--- config.mk ---
export PLATFORM = sky130hd
export DESIGN_NAME = path_option_payoff_evaluator_core
export DESIGN_NICKNAME = d
export VERILOG_FILES = /design/src/hw/rtl/poe_pkg.sv /design/src/hw/rtl/poe_dpath.sv /design/src/hw/rtl/poe_ctrl.sv /design/src/hw/rtl/path_option_payoff_evaluator_core.sv
export VERILOG_INCLUDE_DIRS = /design/src /design/src/hw/rtl
export SDC_FILE = /design/constraint.sdc
export NUM_CORES = 1
export LEC_CHECK = 0
export ABC_AREA = 0
export BUFFER_PORTS_ARGS = -buffer_cell sky130_fd_sc_hd__buf_2
export CORE_MARGIN = 1
export CORE_UTILIZATION = 55
export CTS_BUF_LIST = sky130_fd_sc_hd__clkbuf_8
export CTS_CLUSTER_SIZE = 25
export DETAILED_ROUTE_END_ITERATION = 10
export HOLD_SLACK_MARGIN = 0.02
export PLACE_DENSITY = 0.75
export SLEW_MARGIN = 25
export SYNTH_ARGS = -nofsm -noshare
export SYNTH_HDL_FRONTEND = slang
export SYNTH_SLANG_ARGS = --single-unit
--- constraint.sdc ---
create_clock -name clock -period 5.1 [get_ports clock]
set_input_delay 1.02 -clock clock [delete_from_list [all_inputs] [get_ports clock]]
set_output_delay 1.02 -clock clock [all_outputs]
set_load 0.02 [all_outputs]
--- src/hw/rtl/path_option_payoff_evaluator_core_macros.svh ---
// Assertion macros for the RTL file that checks its own logic.
`ifndef PATH_OPTION_PAYOFF_EVALUATOR_CORE_MACROS_SVH
`define PATH_OPTION_PAYOFF_EVALUATOR_CORE_MACROS_SVH

// The consequent must hold in the same cycle as the antecedent.
`define POE_ASSERT_SAME(label, clk, rst, ante, cons, msg) \
   label: assert property (@(posedge clk) disable iff (rst) (ante) |-> (cons)) \
      else $error(msg);

// The consequent must hold in the cycle after the antecedent.
`define POE_ASSERT_NEXT(label, clk, rst, ante, cons, msg) \
   label: assert property (@(posedge clk) disable iff (rst) (ante) |=> (cons)) \
      else $error(msg);

`endif

--- src/hw/rtl/poe_pkg.sv ---
package poe_pkg;

   // Field widths.
   localparam int PRICE_W     = 32;
   localparam int WEIGHT_W    = 4;
   localparam int MAX_WEIGHT  = 15;
   localparam int SUM_W       = 48;
   localparam int COUNT_W     = 12;
   localparam int KIND_W      = 2;
   localparam int CSR_INDEX_W = 3;
   localparam int CSR_DATA_W  = 32;
   localparam int DIV_CNT_W   = $clog2(SUM_W);

   // Payoff kinds.
   localparam logic [KIND_W-1:0] KIND_EUROPEAN = 2'd0;
   localparam logic [KIND_W-1:0] KIND_ASIAN    = 2'd1;
   localparam logic [KIND_W-1:0] KIND_BARRIER  = 2'd2;
   localparam logic [KIND_W-1:0] KIND_LOOKBACK = 2'd3;

   // Configuration register indexes.
   localparam logic [CSR_INDEX_W-1:0] REG_PAYOFF_KIND   = 3'd0;
   localparam logic [CSR_INDEX_W-1:0] REG_IS_PUT        = 3'd1;
   localparam logic [CSR_INDEX_W-1:0] REG_STRIKE        = 3'd2;
   localparam logic [CSR_INDEX_W-1:0] REG_BARRIER_PRICE = 3'd3;
   localparam logic [CSR_INDEX_W-1:0] REG_KNOCK_OUT     = 3'd4;
   localparam logic [CSR_INDEX_W-1:0] REG_BARRIER_UP    = 3'd5;

   typedef struct packed {
      logic [PRICE_W-1:0]  price;
      logic [WEIGHT_W-1:0] average_weight;
      logic                last_sample;
   } req_type;

   typedef struct packed {
      logic [PRICE_W-1:0] payoff;
      logic               barrier_touched;
   } rsp_type;

   typedef struct packed {
      logic [KIND_W-1:0]  payoff_kind;
      logic               is_put;
      logic [PRICE_W-1:0] strike;
      logic [PRICE_W-1:0] barrier_price;
      logic               knock_out;
      logic               barrier_up;
   } cfg_type;

   // Commands from the controller to the datapath.
   typedef struct packed {
      logic take;
      logic snap;
      logic div_step;
      logic load_out;
   } cmd_type;

   // Status from the datapath to the controller.
   typedef struct packed {
      logic need_divide;
   } sts_type;

endpackage

--- src/hw/rtl/poe_dpath.sv ---
module poe_dpath import poe_pkg::*; (
   input  logic    clock,
   input  logic    reset,
   input  cmd_type cmd,
   input  cfg_type cfg,
   input  req_type req,
   output sts_type sts,
   output rsp_type rsp
);

   localparam int PROD_W = PRICE_W + WEIGHT_W;

   logic [PRICE_W-1:0]  max_ff, max_in;
   logic [PRICE_W-1:0]  min_ff, min_in;
   logic                hit_ff, hit_in;
   logic [SUM_W-1:0]    sum_ff, sum_in;
   logic [COUNT_W-1:0]  count_ff, count_in;

   logic [SUM_W-1:0]    quo_ff;
   logic [COUNT_W-1:0]  rem_ff;
   logic [COUNT_W-1:0]  div_ff;
   logic                void_ff;
   logic                snap_hit_ff;
   rsp_type             rsp_ff;

   logic [WEIGHT_W-1:0] weight;
   logic                price_hit;
   logic [PROD_W-1:0]   product;
   logic [SUM_W:0]      sum_ext;
   logic [COUNT_W:0]    count_ext;
   logic [PRICE_W-1:0]  spot;
   logic                void_now;
   logic [COUNT_W:0]    shifted;
   logic [COUNT_W:0]    trial;
   logic [PRICE_W-1:0]  spot_final;
   logic [PRICE_W-1:0]  vanilla;

   // Running statistics updated by the current sample.
   always_comb begin
      weight    = (req.average_weight > WEIGHT_W'(MAX_WEIGHT)) ?
                  WEIGHT_W'(MAX_WEIGHT) : req.average_weight;
      max_in    = (req.price > max_ff) ? req.price : max_ff;
      min_in    = (req.price < min_ff) ? req.price : min_ff;
      price_hit = cfg.barrier_up ? (req.price >= cfg.barrier_price) :
                                   (req.price <= cfg.barrier_price);
      hit_in    = hit_ff | price_hit;
      product   = PROD_W'(req.price) * PROD_W'(weight);
      sum_ext   = {1'b0, sum_ff} + (SUM_W + 1)'(product);
      sum_in    = sum_ext[SUM_W] ? {SUM_W{1'b1}} : sum_ext[SUM_W-1:0];
      count_ext = {1'b0, count_ff} + (COUNT_W + 1)'(weight);
      count_in  = count_ext[COUNT_W] ? {COUNT_W{1'b1}} : count_ext[COUNT_W-1:0];
   end

   // Path summary taken when the last sample arrives.
   always_comb begin
      if (cfg.payoff_kind == KIND_LOOKBACK) begin
         spot = cfg.is_put ? min_in : max_in;
      end else begin
         spot = req.price;
      end
      void_now = ((cfg.payoff_kind == KIND_ASIAN) && (count_in == '0)) ||
                 ((cfg.payoff_kind == KIND_BARRIER) &&
                  (cfg.knock_out ? hit_in : !hit_in));
      sts.need_divide = (cfg.payoff_kind == KIND_ASIAN) && (count_in != '0);
   end

   // One restoring divide step, then clamp and the vanilla payoff.
   always_comb begin
      shifted    = {rem_ff, quo_ff[SUM_W-1]};
      trial      = shifted - {1'b0, div_ff};
      spot_final = (|quo_ff[SUM_W-1:PRICE_W]) ? {PRICE_W{1'b1}} : quo_ff[PRICE_W-1:0];
      if (cfg.is_put) begin
         vanilla = (cfg.strike > spot_final) ? (cfg.strike - spot_final) : '0;
      end else begin
         vanilla = (spot_final > cfg.strike) ? (spot_final - cfg.strike) : '0;
      end
   end

   // Accumulators clear after every path.
   always_ff @(posedge clock) begin
      if (reset) begin
         max_ff   <= '0;
         min_ff   <= '1;
         hit_ff   <= 1'b0;
         sum_ff   <= '0;
         count_ff <= '0;
      end else if (cmd.take) begin
         if (cmd.snap) begin
            max_ff   <= '0;
            min_ff   <= '1;
            hit_ff   <= 1'b0;
            sum_ff   <= '0;
            count_ff <= '0;
         end else begin
            max_ff   <= max_in;
            min_ff   <= min_in;
            hit_ff   <= hit_in;
            sum_ff   <= sum_in;
            count_ff <= count_in;
         end
      end
   end

   // Finishing unit: the quotient register holds either the spot price or the
   // dividend that turns into the average.
   always_ff @(posedge clock) begin
      if (cmd.snap) begin
         quo_ff      <= sts.need_divide ? sum_in : SUM_W'(spot);
         rem_ff      <= '0;
         div_ff      <= count_in;
         void_ff     <= void_now;
         snap_hit_ff <= hit_in;
      end else if (cmd.div_step) begin
         if (!trial[COUNT_W]) begin
            rem_ff <= trial[COUNT_W-1:0];
            quo_ff <= {quo_ff[SUM_W-2:0], 1'b1};
         end else begin
            rem_ff <= shifted[COUNT_W-1:0];
            quo_ff <= {quo_ff[SUM_W-2:0], 1'b0};
         end
      end
      if (cmd.load_out) begin
         rsp_ff.payoff          <= void_ff ? '0 : vanilla;
         rsp_ff.barrier_touched <= snap_hit_ff;
      end
   end

   assign rsp = rsp_ff;

endmodule

--- src/hw/rtl/poe_ctrl.sv ---
module poe_ctrl import poe_pkg::*; (
   input  logic    clock,
   input  logic    reset,
   input  logic    req_fire,
   input  logic    req_last,
   input  logic    rsp_ready,
   input  sts_type sts,
   output cmd_type cmd,
   output logic    fin_idle,
   output logic    rsp_valid
);

   localparam logic [1:0] S_IDLE = 2'd0;
   localparam logic [1:0] S_DIV  = 2'd1;
   localparam logic [1:0] S_PAY  = 2'd2;
   localparam logic [1:0] S_HOLD = 2'd3;

   logic [1:0]           state_ff, state_in;
   logic [DIV_CNT_W-1:0] cnt_ff, cnt_in;

   // Commands follow the state and the input handshake.
   always_comb begin
      cmd.take     = req_fire;
      cmd.snap     = req_fire && req_last;
      cmd.div_step = (state_ff == S_DIV);
      cmd.load_out = (state_ff == S_PAY);
      fin_idle     = (state_ff == S_IDLE);
      rsp_valid    = (state_ff == S_HOLD);
   end

   // Next state: divide only for an average with a nonzero count.
   always_comb begin
      state_in = state_ff;
      cnt_in   = cnt_ff;
      case (state_ff)
         S_IDLE: begin
            cnt_in = '0;
            if (cmd.snap) begin
               state_in = sts.need_divide ? S_DIV : S_PAY;
            end
         end
         S_DIV: begin
            cnt_in = cnt_ff + 1'b1;
            if (cnt_ff == DIV_CNT_W'(SUM_W - 1)) begin
               state_in = S_PAY;
            end
         end
         S_PAY: begin
            state_in = S_HOLD;
         end
         S_HOLD: begin
            if (rsp_ready) begin
               state_in = S_IDLE;
            end
         end
         default: begin
            state_in = S_IDLE;
         end
      endcase
   end

   always_ff @(posedge clock) begin
      if (reset) begin
         state_ff <= S_IDLE;
         cnt_ff   <= '0;
      end else begin
         state_ff <= state_in;
         cnt_ff   <= cnt_in;
      end
   end

endmodule

--- src/hw/rtl/path_option_payoff_evaluator_core.sv ---
// Path payoff evaluator: path samples (unsigned Q16.16 prices) come in one word
// per cycle while no last sample is held back; samples that are not last are
// always taken. The last sample of a path ends the path: its word is taken only
// when the finishing unit is free. The payoff word for the european, barrier and
// lookback kinds is then formed in the payoff step and held until taken; for the
// asian average with a nonzero weight count the one-bit-per-cycle restoring divider
// of the weighted sum by the weight count runs before the payoff step. Samples of
// the next path keep streaming in while a payoff is being finished or waits to be
// taken; the next last sample waits until the previous payoff word has been taken.
`include "path_option_payoff_evaluator_core_macros.svh"

module path_option_payoff_evaluator_core import poe_pkg::*; (
   input  logic                   clock,
   input  logic                   reset,
   input  logic                   req_valid,
   output logic                   req_ready,
   input  req_type                req_payload,
   output logic                   rsp_valid,
   input  logic                   rsp_ready,
   output rsp_type                rsp_payload,
   input  logic                   csr_valid,
   output logic                   csr_ready,
   input  logic [CSR_INDEX_W-1:0] csr_index,
   input  logic [CSR_DATA_W-1:0]  csr_wdata
);

   cfg_type cfg_ff;
   cmd_type cmd;
   sts_type sts;
   logic    fin_idle;
   logic    req_fire;

   // Configuration registers; unknown indexes are ignored.
   assign csr_ready = 1'b1;

   always_ff @(posedge clock) begin
      if (reset) begin
         cfg_ff.payoff_kind   <= KIND_EUROPEAN;
         cfg_ff.is_put        <= 1'b0;
         cfg_ff.strike        <= '0;
         cfg_ff.barrier_price <= '0;
         cfg_ff.knock_out     <= 1'b1;
         cfg_ff.barrier_up    <= 1'b1;
      end else if (csr_valid && csr_ready) begin
         case (csr_index)
            REG_PAYOFF_KIND:   cfg_ff.payoff_kind   <= csr_wdata[KIND_W-1:0];
            REG_IS_PUT:        cfg_ff.is_put        <= csr_wdata[0];
            REG_STRIKE:        cfg_ff.strike        <= csr_wdata[PRICE_W-1:0];
            REG_BARRIER_PRICE: cfg_ff.barrier_price <= csr_wdata[PRICE_W-1:0];
            REG_KNOCK_OUT:     cfg_ff.knock_out     <= csr_wdata[0];
            REG_BARRIER_UP:    cfg_ff.barrier_up    <= csr_wdata[0];
            default: begin
            end
         endcase
      end
   end

   // A last sample needs the finishing unit; other samples always go in.
   assign req_ready = fin_idle || !req_payload.last_sample;
   assign req_fire  = req_valid && req_ready;

   poe_ctrl u_ctrl (
      .clock     (clock),
      .reset     (reset),
      .req_fire  (req_fire),
      .req_last  (req_payload.last_sample),
      .rsp_ready (rsp_ready),
      .sts       (sts),
      .cmd       (cmd),
      .fin_idle  (fin_idle),
      .rsp_valid (rsp_valid)
   );

   poe_dpath u_dpath (
      .clock (clock),
      .reset (reset),
      .cmd   (cmd),
      .cfg   (cfg_ff),
      .req   (req_payload),
      .sts   (sts),
      .rsp   (rsp_payload)
   );

   // Checks on the finishing handoff.
   `POE_ASSERT_NEXT(a_last_starts_finish, clock, reset, req_fire && req_payload.last_sample, !fin_idle, "last sample did not start the finishing unit")
   `POE_ASSERT_SAME(a_pending_blocks, clock, reset, rsp_valid, !fin_idle, "finishing unit idle while a payoff is pending")
   `POE_ASSERT_NEXT(a_taken_frees, clock, reset, rsp_valid && rsp_ready, fin_idle && !rsp_valid, "finishing unit not freed after the payoff was taken")

endmodule

==> reports/qor.yml, run 1 <==
die:
  pin_count: 113
  fp.dieH_um: 218
  start_util: 0.562
  die_area_um2: 47600
  core_um2: 45700
  rows: 78
  die_w_um: 218
worst_setup_path:
  path_cells: "buf_4 -> buf_4 -> nand2_1 -> fa_1 -> fa_1 -> fa_1 -> inv_1 -> ha_4 -> o211ai_1 -> o211ai_2 -> buf_4 -> a21boi_2 -> a22oi_2 -> and3_4 -> o2111ai_2 -> a2111oi_2 -> a211oi_2 -> and3_1 -> nor3_1"
  cp.required_ns: 5.60
  reg2reg_slack_ns: 0.20
  crit_path_top_delay_cell: "fa_1"
  end_kind: "register"
  cp_slowest_stage_delay_ns: 0.53
  critPathArrivalTime_ns: 5.46
  start_kind: "input pin"
  r2r_cells: 16
  crit_type: "input pin to register"
  critical_path.max_fanout: 17
sta:
  period_needed_ns: 4.96
  setup_slack_ns: 0.139
  slew_violations: 0
  rsz0062_at_grt: "no"
  slew_headroom: 0.364
  setup_viol: 0
  fin_crit_sh: 0.973
  hold_viol: 0
  max_freq_mhz: 202
  worst_slew_pin_slew_ns: 0.954
  finClkSkew_ns: 0.0290
yosys:
  yosysUniqueCellTypes: 87
  synth_area_um2: 25700
  synth-warning-count: 0
  yosys_most_used_dff: "dfxtp_1"
  avgSynthCellArea_um2: 8.04
  synth_seq_cells: 309
  synthCells: 3195
  postSynth.asyncResetShare: 0
  synth.top_cell.area_share: 0.167
  syn-num-nets: 3595
  ys_top_cells_by_area: "dfxtp_1 (17%), edfxtp_1 (11%), ha_1 (11%)"
  synth-edff-count: 95
  yosysTopAreaCell: "dfxtp_1"
  seq_area_frac_synth: 0.278
grt:
  gr-total-overflow: 0
  grt_pass1_vias: 24346
  grt_max_degree: 69
  grt_usage: 0.359
  antenna_found_initial: 8
  grt_pass1_wl_mm: 133
worst_hold_path:
  hp-class: "register to register"
  holdPathStages: 0
run:
  cap_violations: 0
routing:
  drtAntennaViolNets: 0
  wl_met3_mm: 7.20
  highest_layer: "met5"
  drt-initial-drc-count: 2281
  via_count: 24791
  drc_errors: 0
  firstDrtPassIters: 6
  viasPerCell: 6.04
  wl_met1_mm: 36.9
  finalWirelength_mm: 85.6
  wl_met2_mm: 38.1
  wl_per_cell_um: 20.9
layout:
  drive_gt1_frac: 0.174
  final_nets: 3858
  final_util: 0.657
  area_delta_synth_final_pct: 16.9
  fillers: 3957
run_status:
  outcome: "complete, no violations"
clock_network:
  clk_pin_slew_worst_paths_ns: 0.06
  numCtsBuffers: 56
  cts_tree: "built"
  cts_htree_levels: 2
  cts_max_path_buffers: 3
  cts_root_buf: "clkbuf_8"
  clock-sinks: 309
  clock_latency_ns: 0.68
  hold_buffers: 0
power:
  total_leakage_power_nw: 13.4
  ir_drop_v: 0.000254
  power_density_nw_per_um2: 380
placement:
  gp_congestion: 0.974
  pre_cts_ws_ns: -0.651
  io_buffer_count: 111
  dpl.hpwl_mm: 66.5
## layout make-up
cell class | count | area [µm²] | share of cell area
clock inverters | 39 | 230 | 0.00767
diodes | 1 | 2.50 | 0.0000834
well taps | 600 | 751 | 0.0250
multi-input cells | 2295 | 16600 | 0.553
repair buffers | 406 | 2930 | 0.0977
clock buffers | 65 | 895 | 0.0298
inverters | 390 | 1460 | 0.0488
flip-flops and latches | 309 | 7140 | 0.238
## per-stage QoR
stage	setup TNS (ns)	cell area (µm²)	power, mW	hold WS [ns]	std cells
finish	0	30000	11.4	0.436	4105
global placement	-36.33	28800	8.75	0.403	3996
CTS	0	29900	11.3	0.439	4100
floorplan	-0.0414	26000	6.63	0.400	3195
global route	0	30000	12.1	0.437	4105
detailed placement	-46.53	28800	8.85	0.423	3996
## critical path, delay by kind of cell
kind	cells	cell delay (ns)
buffers and inverters	4	0.60
AND/OR/NAND/NOR	4	0.67
AO/OA/AOI/OAI	7	1.32
adder cells (fa/ha/maj)	4	1.84
## synth_stat cells (7+ instances only)
library cell / count
inv_1: 388
nand2_1: 314
a21oi_1: 287
nor2_1: 233
ha_1: 226
dfxtp_1: 214
clkbuf_1: 159
o21ai_0: 155
and2_1: 121
fa_1: 97
edfxtp_1: 95
a22oi_1: 79
a21o_1: 74
o211ai_1: 50
nor3_1: 48
o22ai_1: 48
a211oi_1: 42
or2_2: 41
nand4_1: 35
xnor2_1: 34
nand3_1: 33
buf_2: 25
o21a_1: 25
a221oi_1: 22
a31oi_1: 22
and3_1: 22
mux2i_1: 22
nor2b_1: 22
o22a_1: 22
xor2_1: 19
o21bai_1: 15
o221ai_1: 12
a21boi_0: 10
a2111oi_0: 9
a221o_1: 9
buf_4: 9
nor4_1: 9
o221a_1: 9
and4_1: 8
nand3b_1: 8
o21ai_1: 8
o31ai_1: 7
## per-layer routing
metal / global-route usage / up-vias
li1: - / 11669
met1: 0.483 / 11868
met2: 0.568 / 1064
met3: 0.0632 / 188
met4: 0.150 / 2
met5: 0 / -
## report_power, final
group          switching (mW)  internal, mW  total (mW)
clock network            1.16          1.26        2.42
registers               0.251          3.04        3.29
logic                    3.21          2.49        5.69
## final timing paths
kind	from	end
hold reg to reg	u_dpath.snap_hit_ff	u_dpath.rsp[0]
hold / removal	u_dpath.snap_hit_ff	u_dpath.rsp[0]
setup / recovery	req_payload[4]	u_dpath.quo_ff[34]
setup reg to reg	u_dpath.quo_ff[47]	u_dpath.rsp[19]
## cell usage in the layout, fill, tap and decap left out, types with 19 or more instances in the layout
cell / instances
inv_1: 409
nand2_1: 310
buf_4: 285
a21oi_1: 282
nor2_1: 228
dfxtp_1: 213
ha_1: 212
o21ai_0: 149
and2_1: 113
buf_2: 109
fa_1: 97
edfxtp_1: 95
a22oi_1: 78
a21o_1: 74
clkbuf_8: 65
o211ai_1: 50
o22ai_1: 48
nor3_1: 46
or2_2: 40
a211oi_1: 39
nand4_1: 35
xnor2_1: 34
nand3_1: 33
o21a_1: 25
nor2b_1: 22
mux2i_1: 22
a31oi_1: 22
o22a_1: 22
a221oi_1: 22
and3_1: 21
xor2_1: 19
## sequential cells by signal, summed over array words and instances (netlist names), 6 cells and up
signal and cells:
cfg_ff 69, u_dpath.div_ff 12, u_dpath.rem_ff 12, u_dpath.count_ff 12
u_ctrl.cnt_ff 6, u_dpath.max_ff 32, u_dpath.min_ff 32, u_dpath.sum_ff 48
u_dpath.quo_ff 48, u_dpath.rsp 33
## logic make-up after synthesis
family,share of synthesized area
other,0.000146
DFF,0.278
muxes,0.00945
AOI/OAI and AO/OA,0.246
buffers and inverters,0.0895
and+or+nand+nor,0.173
xor gates and xnor gates,0.0181
adders and majority gates,0.186
## repair_timing
action	in CTS	in global routing
setup endpoints to repair	0	73
resized for setup	0	16
setup buffers	0	3
Power figures use the tool's default switching activity.
==> run 2: changes to the inputs <==
--- a/config.mk
+++ b/config.mk
@@ -9,12 +9,11 @@
 export ABC_AREA = 0
 export BUFFER_PORTS_ARGS = -buffer_cell sky130_fd_sc_hd__buf_2
 export CORE_MARGIN = 1
-export CORE_UTILIZATION = 55
+export CORE_UTILIZATION = 35
 export CTS_BUF_LIST = sky130_fd_sc_hd__clkbuf_8
 export CTS_CLUSTER_SIZE = 25
 export DETAILED_ROUTE_END_ITERATION = 10
 export HOLD_SLACK_MARGIN = 0.02
-export PLACE_DENSITY = 0.75
 export SLEW_MARGIN = 25
 export SYNTH_ARGS = -nofsm -noshare
 export SYNTH_HDL_FRONTEND = slang
==> reports/qor.yml, run 2 (synthesized netlist as in run 1, its figures left out) <==
clock_network:
  clock-sinks: 309
  clk_pin_slew_worst_paths_ns: 0.07
  numCtsBuffers: 57
  clock_latency_ns: 0.72
  hold_buffers: 0
  cts_max_path_buffers: 3
  cts_htree_levels: 2
  cts_root_buf: "clkbuf_8"
  cts_tree: "built"
placement:
  dp_cells: 4357
  pre_cts_ws_ns: -0.645
  dpl.hpwl_mm: 65.9
  io_buffer_count: 111
  gp_congestion: 0.946
routing:
  drt-initial-drc-count: 2163
  wl_per_cell_um: 19.1
  finalWirelength_mm: 85.3
  via_count: 23965
  viasPerCell: 5.36
  drtAntennaViolNets: 0
  firstDrtPassIters: 6
  drc_errors: 0
layout:
  largest_reg_flops: 69
  multi_input_area_um2: 16600
  top_regs: "cfg_ff: 69 flops, u_dpath.quo_ff: 48 flops, u_dpath.sum_ff: 48 flops"
  instances_no_fill: 4470
  regMostFlops: "cfg_ff"
  final-seq-area_um2: 7140
  final_cell_mix: "inv_1 (403), nand2_1 (310), buf_4 (290)"
  final_common_cell: "inv_1"
  fillers: 7317
  final_nets: 3868
  area_delta_synth_final_pct: 19.6
  drive_gt1_frac: 0.180
sta:
  hold_ws_ns: 0.416
  setup_slack_ns: 0.188
  hold_viol: 0
  worst_slew_pin_slew_ns: 1.07
  slew_violations: 0
  period_needed_ns: 4.91
  max_freq_mhz: 204
  finClkSkew_ns: 0.0614
  fin_crit_sh: 0.963
  setup_viol: 0
  slew_headroom: 0.286
  setup_tns_ns: 0
worst_setup_path:
  end_kind: "register"
  critical_path.max_fanout: 21
  cp_slowest_stage_delay_ns: 0.56
  path_delay_family: "adder cells"
  critPathArrivalTime_ns: 5.33
  crit_type: "input pin to register"
  cp.required_ns: 5.51
  worst_path_most_repeated_cell: "fa_1"
  crit_path_top_delay_cell: "fa_1"
  path_cells: "buf_2 -> buf_12 -> and2_1 -> fa_1 -> fa_1 -> inv_1 -> fa_1 -> inv_1 -> ha_4 -> nand2_1 -> nor3_1 -> nand2_1 -> o21ai_0 -> nor3_2 -> o41ai_1 -> xor2_1 -> nor2_1 -> o31ai_1"
  start_kind: "input pin"
  path_buf_inv: 4
  reg2reg_slack_ns: 0.40
power:
  switching_share: 0.395
  total_leakage_power_nw: 13.5
  power_density_nw_per_um2: 376
  power_frac_comb: 0.478
  p_int_mw: 7.00
  p_clk_frac: 0.237
  p_switching_mw: 4.56
  ir_drop_v: 0.000220
  pwr-share-seq: 0.285
  power.total_mw: 11.6
grt:
  antenna_found_initial: 6
  gr-total-overflow: 0
  grt_usage: 0.228
  grt_pass1_wl_mm: 133
  grt_pass1_vias: 23054
  grt_max_degree: 72
die:
  die_area_um2: 74500
  start_util: 0.356
  die_w_um: 273
  core_um2: 72100
  pin_count: 113
  fp.dieH_um: 273
  rows: 98
run_status:
  outcome: "complete, no violations"
run:
  cap_violations: 0
worst_hold_path:
  hp-class: "register to register"
-- run 2: cell types whose count changed in the layout (fill, tap and decap cells not counted), moves of 2 or more --
cell / previous run / this run
clkbuf_8: 65 / 73
inv_1: 409 / 403
buf_4: 285 / 290
clkinv_1: 6 / 2
clkinvlp_4: 1 / 4
buf_6: 0 / 2
bufinv_16: 2 / 4
diode_2: 1 / 3
o21ai_0: 149 / 151
-- run 2: timing repair --
action | in CTS | in global routing
gates resized for setup | 0 | 14
setup endpoints to repair | 0 | 61
buffers inserted | 0 | 2
-- run 2: worst reg2reg max path: stages, from the launching register on --
cell	delay, ns
edfxtp_1	0.41
nor4_1	0.41
nand4_1	0.14
buf_4	0.24
or2_2	0.37
ha_1	0.30
buf_4	0.17
a21o_1	0.15
a21oi_1	0.15
nor2b_1	0.08
a211o_1	0.36
a221oi_2	0.53
nor3_1	0.12
o211a_1	0.28
buf_12	0.17
a221oi_1	0.30
nor3_1	0.08
buf_4	0.18
-- run 2: final cells by class --
| cell class | instances | area share |
|---|---|---|
| Antenna cell | 3 | 0.000244 |
| Clock buffer | 73 | 0.0327 |
| Clock inverter | 35 | 0.00937 |
| Inverter | 390 | 0.0477 |
| Multi-Input combinational cell | 2295 | 0.541 |
| Sequential cell | 309 | 0.232 |
| Tap cell | 950 | 0.0387 |
| Timing Repair Buffer | 415 | 0.0983 |
-- run 2: power by group through the flow --
stage	sequential, mW	clock (mW)	combinational, mW
after CTS	3.28	2.80	5.47
after floorplan	3.30	0	3.33
after global placement	3.33	0	5.40
final	3.29	2.74	5.53
after global routing	3.33	2.90	6.12
after detailed placement	3.33	0	5.43
-- run 2: path summary, 6_finish.rpt --
path                   endpoint  cells after the start                start
max          u_dpath.quo_ff[33]                     18       req_payload[3]
min              u_dpath.rsp[0]                      0  u_dpath.snap_hit_ff
max reg2reg      u_dpath.rsp[4]                     17   u_dpath.quo_ff[43]
min reg2reg      u_dpath.rsp[0]                      0  u_dpath.snap_hit_ff
-- run 2: metrics by stage --
stage	util	instance area, µm²
after floorplan	-	26000
after global placement	0.407	29300
after detailed placement	0.407	29300
after CTS	0.425	30600
after global routing	0.426	30700
final	0.426	30700
-- run 2: layer usage --
| layer | routed length [µm] | vias to the layer above | GRT usage |
|---|---|---|---|
| met4 | 2440 | 4 | 0.0751 |
| met3 | 6710 | 137 | 0.0448 |
| li1 | - | 11688 | - |
| met1 | 40100 | 11343 | 0.322 |
| met5 | 20 | - | 0 |
| met2 | 36100 | 793 | 0.344 |
